--- src/rtl/core/tcps_pkg.sv ---
// ----------------------------------------------------------------------------
// Two-class priority scheduler package
// Shared widths, codes, command and slot types, and pointer arithmetic.
// ----------------------------------------------------------------------------
package tcps_pkg;

  localparam int QUEUE_DEPTH = 64;
  localparam int Q_AW        = $clog2(QUEUE_DEPTH);
  localparam int FILL_W      = Q_AW + 1;
  localparam int TAG_W       = 47;
  localparam int MIN_W       = 11;
  localparam int LIM_W       = 5;
  localparam int MAX_RESULTS = 16;
  localparam int CNT_W       = 16;
  localparam int CMDQ_DEPTH  = 2;
  localparam int CMDQ_AW     = $clog2(CMDQ_DEPTH);
  localparam int CMDQ_CW     = CMDQ_AW + 1;

  typedef enum logic [1:0] {
    ST_ACCEPTED = 2'd0,
    ST_DROPPED  = 2'd1,
    ST_SERVED   = 2'd2,
    ST_NONE     = 2'd3
  } status_t;

  typedef enum logic [1:0] {
    OP_ARR_NRM = 2'd0,
    OP_ARR_URG = 2'd1,
    OP_SERVE   = 2'd2
  } op_t;

  typedef enum logic [2:0] {
    BK_IDLE,
    BK_INS_RD,
    BK_INS_CMP,
    BK_INS_WR,
    BK_SRV_RD,
    BK_SRV_OUT
  } bk_state_t;

  typedef struct packed {
    logic [TAG_W-1:0] tag;
    logic [MIN_W-1:0] minute;
  } slot_t;

  typedef struct packed {
    op_t              op;
    logic [TAG_W-1:0] tag;
    logic [MIN_W-1:0] minute;
    logic [LIM_W-1:0] limit;
  } cmd_t;

  // Adds an offset below the depth to a ring pointer, wrapping at the depth.
  function automatic logic [Q_AW-1:0] wrap_add(input logic [Q_AW-1:0] base,
                                               input logic [FILL_W-1:0] off);
    logic [FILL_W-1:0] sum;
    sum = {1'b0, base} + off;
    if (sum >= FILL_W'(QUEUE_DEPTH)) begin
      sum = sum - FILL_W'(QUEUE_DEPTH);
    end
    return sum[Q_AW-1:0];
  endfunction

endpackage

--- src/rtl/core/tcps_cmd_queue.sv ---
// ----------------------------------------------------------------------------
// Scheduler command queue
// Short first-in first-out queue between the front end and the engine.
// ----------------------------------------------------------------------------
module tcps_cmd_queue import tcps_pkg::*; (
  input  logic clk,
  input  logic rst_n,
  input  logic push,
  input  cmd_t push_cmd,
  input  logic pop,
  output logic full,
  output logic head_valid,
  output cmd_t head_cmd
);

  cmd_t               q_r [CMDQ_DEPTH];
  logic [CMDQ_AW-1:0] wp_r, wp_nxt;
  logic [CMDQ_AW-1:0] rp_r, rp_nxt;
  logic [CMDQ_CW-1:0] cnt_r, cnt_nxt;

  assign full       = (cnt_r == CMDQ_CW'(CMDQ_DEPTH));
  assign head_valid = (cnt_r != '0);
  assign head_cmd   = q_r[rp_r];

  always_comb begin
    wp_nxt  = wp_r;
    rp_nxt  = rp_r;
    cnt_nxt = cnt_r;
    if (push) begin
      wp_nxt = (wp_r == CMDQ_AW'(CMDQ_DEPTH - 1)) ? '0 : wp_r + 1'b1;
    end
    if (pop) begin
      rp_nxt = (rp_r == CMDQ_AW'(CMDQ_DEPTH - 1)) ? '0 : rp_r + 1'b1;
    end
    if (push && !pop) begin
      cnt_nxt = cnt_r + 1'b1;
    end else if (pop && !push) begin
      cnt_nxt = cnt_r - 1'b1;
    end
  end

  always_ff @(posedge clk) begin
    if (!rst_n) begin
      wp_r  <= '0;
      rp_r  <= '0;
      cnt_r <= '0;
    end else begin
      wp_r  <= wp_nxt;
      rp_r  <= rp_nxt;
      cnt_r <= cnt_nxt;
    end
  end

  always_ff @(posedge clk) begin
    if (push) begin
      q_r[wp_r] <= push_cmd;
    end
  end

endmodule

--- config.mk ---
export PLATFORM = sky130hd
export DESIGN_NAME = tcps_cmd_queue
export DESIGN_NICKNAME = d
export VERILOG_FILES = /design/src/rtl/core/tcps_pkg.sv /design/src/rtl/core/tcps_cmd_queue.sv
export SDC_FILE = /design/constraint.sdc
export NUM_CORES = 1
export LEC_CHECK = 0
export BUFFER_PORTS_ARGS = -buffer_cell sky130_fd_sc_hd__buf_2
export CAP_MARGIN = 20
export CORE_MARGIN = 2
export CORE_UTILIZATION = 35
export DETAILED_ROUTE_END_ITERATION = 16
export PLACE_DENSITY = 0.58
export SLEW_MARGIN = 5
export SYNTH_ARGS = -nofsm -noshare
export SYNTH_HDL_FRONTEND = slang
export SYNTH_SLANG_ARGS = --single-unit
--- constraint.sdc ---
create_clock -name clk -period 7.5 [get_ports clk]
set_input_delay 0 -clock clk [delete_from_list [all_inputs] [get_ports clk]]
set_output_delay 0 -clock clk [all_outputs]
set_load 0.1 [all_outputs]
Yosys cells after proc, flatten, opt, wreduce, memory -nomap -nowiden
Memories as Yosys holds them, arrays and structs flattened. A register that Yosys moved wholly into a read port is not among the register bits.
Index checks and enable logic that the tools add are counted.
{"block": "totals", "register_bits": 4, "latchBits": 0, "ramBits": 130, "rom_bits": 0, "input_bits": 69, "output_inout_bits": 67, "word_cells": 23, "n_memories": 1}
{"block": "op_classes", "addsub": 4, "multipliers": 0, "n_div": 0, "magnitude_cmp": 0, "eq_ne": 1, "n_shift": 0, "n_mux": 8, "n_bitwise": 0, "n_reduce_logical": 6}
{"name": "q_r", "words": 2, "word_bits": 65, "read_ports": 1, "rd_ports_with_merged_regs": 1, "wr": 1, "line_no": "tcps_cmd_queue.sv:16", "text": "cmd_t q_r [CMDQ_DEPTH];"}
{"cell": "$mux W1", "count": 6}
{"cell": "$mux W2", "count": 2}
{"cell": "$reduce_bool A2 Y1", "count": 2}
{"cell": "$add A1 B1 Y1 const B", "count": 2}
{"cell": "$add A2 B1 Y2 const B", "count": 1}
{"cell": "$eq A2 B2 Y1 const B", "count": 1}
{"cell": "$logic_and A1 B1 Y1", "count": 2}
{"cell": "$logic_not A1 Y1", "count": 2}
{"cell": "$sub A2 B1 Y2 const B", "count": 1}

Depth between registers and ports, before layout
{"block": "depth", "ltp_word": 4, "ltp_mapped": 5}

Worst setup path before layout
No wires, ideal clock.
{"block": "synth_timing", "path_kind": "register -> register", "start": "register wp_r", "end": "memory q_r[0][0] in the netlist's numbering (enable)", "arrival_time_ps": 3217, "required_ps": 7003, "path_slack_ps": 3786, "path_stages_with_launch": 2, "n_path_buf": 0, "synth_period_minus_slack_ps": 3714, "cell_sequence": "dfxtp_1 -> nor2b_1"}
{"item": "from (decl)", "line_no": "tcps_cmd_queue.sv:17", "text": "logic [CMDQ_AW-1:0] wp_r, wp_nxt;"}
{"item": "from (signal assigned)", "line_no": "tcps_cmd_queue.sv:48", "text": "wp_r <= wp_nxt;"}
{"item": "to (decl)", "line_no": "tcps_cmd_queue.sv:16"}
Straight into the memory's write port.

==> results.yml <==
power:
  switching_share_pct: 30.2
  share_comb_of_total_power_pct: 21.1
  p_per_area_nw_per_um2: 298
  p_sw_uw: 629
  p_leak_nw: 2.65
  power_frac_seq_pct: 42.9
  p_clk_share_pct: 36.0
  max-vdd-ir-drop_mv: 0.149
  cellInternalPower_mw: 1.46
timing:
  finClkSkew_ps: 4.66
  rsz0062_at_grt: "false"
  slew_headroom_pct: 38.6
  worstMarginPinSlew_ps: 921
  final.setup.tns_ps: 0
  slew_viol_final: 0
  timing.fmax_mhz: 477
  final-hold-violation-count: 0
  setup_viol: 0
  fin_crit_sh_pct: 27.9
  period_minus_slack_ps: 2100
hold_path:
  hp-start: "push"
  min_path_type: "input port to register"
setup_path:
  start_kind: "register"
  path_max_fanout: 65
  arrival_ps: 2100
  critical_path_required_ps: 7500
  criticalPathCategory: "register to output pin"
  end_kind: "output pin"
  r2r_start: "wp_r"
route:
  ant_nets: 0
  wl_met2_um: 4460
  highest_layer: "met4"
  wl_met3_um: 523
  wirelength_um: 8900
  drt-pass1-iter-count: 4
  wire_per_inst_um: 14.1
  drc: 0
  via_count: 2748
  via_per_inst: 4.35
  drt_iter0_markers: 114
  drt-met1-wl_um: 3730
synthesis:
  synth_top_cell_area_share_pct: 79.2
  syn_area_um2: 4930
  netlist_instances: 224
  seq_area_frac_synth_pct: 81.3
  syn_avg_cell_area_um2: 22.0
  synth.yosys.warnings: 0
  synth.distinct_cells: 18
  ys.flop_type: "edfxtp_1"
  async_flop_share_pct: 0
  synth_seq_cells: 135
  synth_nets: 294
  synth_edf_count: 130
  synth_area_leaders: "edfxtp_1 (79%), mux2_2 (15%), dfxtp_1 (2.0%)"
  synth_area_leader_cell: "edfxtp_1"
global_routing:
  grt_pass1_vias: 2764
  grt_overflow: 0
  antenna_found_initial: 0
  grt.total_usage_pct: 12.0
  grt_max_degree: 67
  grt_first_pass_wirelength_um: 13200
floorplan:
  coreArea_um2: 13800
  num_rows: 43
  die_h_um: 123
  die_w_um: 123
  initial_utilization_pct: 35.6
  dieArea_um2: 15000
  io_pins: 136
clock_tree:
  htree_levels: 4
  path_clk_slew_ps: 50
  cts_tree: "done"
  cts_setup_buffers: 0
  cts_buffers: 17
  insertion_delay_ps: 410
  cts-root-buf: "clkbuf_16"
  cts_buffer_depth: 2
  cts.sinks: 135
place:
  place.gp.congestion: 0.673
  dp_hpwl_um: 5210
  numPortBuffers: 135
layout:
  fin_util_pct: 50.5
  synthToLayoutAreaGrowth_pct: 41.9
  antenna_cells: 0
  drive_above_1_share_pct: 50.3
  finalNetCount: 510
outcome:
  outcome: "complete, no violations"
flow_run:
  maxCapViolations: 0
==> critical path, cell delays in order, from the launching register on <==
cell	delay, ps
dfxtp_4	920
mux2_2	320
buf_2	430
==> registers in the layout, summed over array words and instances (netlist names), named ones only <==
register	count
cnt_r	2
wp_r	1
rp_r	1
q_r	130
==> power groups by stage <==
stage	registers [mW]	logic [mW]	clock network (mW)
after floorplan	0.896	0.365	0
final	0.896	0.439	0.751
after global placement	0.910	0.412	0
after detailed placement	0.912	0.414	0
after global routing	0.900	0.455	0.805
after CTS	0.897	0.442	0.771
==> cells in the mapped netlist (2+ instances only) <==
master and n:
mux2_2 65, xor2_1 2, nor2b_1 2, dfxtp_1 5, and2_1 4, buf_6 5, edfxtp_1 130
==> cells in the final DEF, fill, tap and decap left out <==
master         instances
xnor2_1                1
dlygate4sd3_1         68
o21a_1                 1
clkbuf_16             17
mux2_2                65
clkinv_1               2
clkbuf_1               7
buf_4                  1
inv_1                  1
xor2_1                 2
nor2b_4                1
buf_2                135
or2_2                  1
and2_1                 3
and2_4                 1
nor2b_1                1
ha_1                   1
and2b_2                1
bufinv_16              2
dfxtp_1                4
or3_1                  1
a21boi_1               1
clkinv_2               2
o21ai_0                1
dfxtp_4                1
edfxtp_1             130
==> final timing paths <==
check / slack, ps / to / cells after the start
worst max-delay path: 5400 / head_cmd[46] / 2
worst min-delay path: 120 / cnt_r[1] / 4
worst max register to register: 5550 / wp_r / 4
worst min register to register: 520 / cnt_r[1] / 2
==> kinds of logic after synthesis <==
group | share of synthesized area, %
buffers and inverters | 1.47
muxes | 14.9
and+or+nand+nor | 1.19
DFF | 81.3
AOI/OAI and AO/OA | 0.406
adders and majority gates | 0.254
xor gates and xnor gates | 0.533
==> metal layers <==
layer	up-vias	track usage, %
met1	1323	13.1
met3	17	4.41
met2	93	20.0
met4	0	7.54
met5	-	0
li1	1315	-
==> cell type report <==
| cell class | count | area (µm²) |
|---|---|---|
| fill | 1160 | 6840 |
| sequential | 135 | 4010 |
| timing repair buffer | 204 | 1360 |
| multi-input combinational | 81 | 860 |
| clock buffer | 24 | 452 |
| tap | 180 | 225 |
| clock inverter | 6 | 77.6 |
| inverter | 1 | 3.75 |
==> stage by stage <==
| stage | hold WS [ps] | worst slack (ps) | total power [mW] | cells | area, µm² |
|---|---|---|---|---|---|
| after detailed placement | 191 | 5760 | 1.33 | 533 | 5780 |
| after floorplan | 98.9 | 3790 | 1.26 | 224 | 4930 |
| after CTS | 106 | 5310 | 2.11 | 631 | 6990 |
| final | 119 | 5400 | 2.09 | 631 | 6990 |
| after global routing | 127 | 5290 | 2.16 | 631 | 6990 |
| after global placement | 187 | 5750 | 1.32 | 533 | 5780 |
==> repair_timing <==
| action | in CTS | in global routing |
|---|---|---|
| gates resized for setup | 0 | 0 |
| endpoints found under the hold margin | 135 | 0 |
| hold buffers | 68 | 0 |
Power figures use the tool's default switching activity.
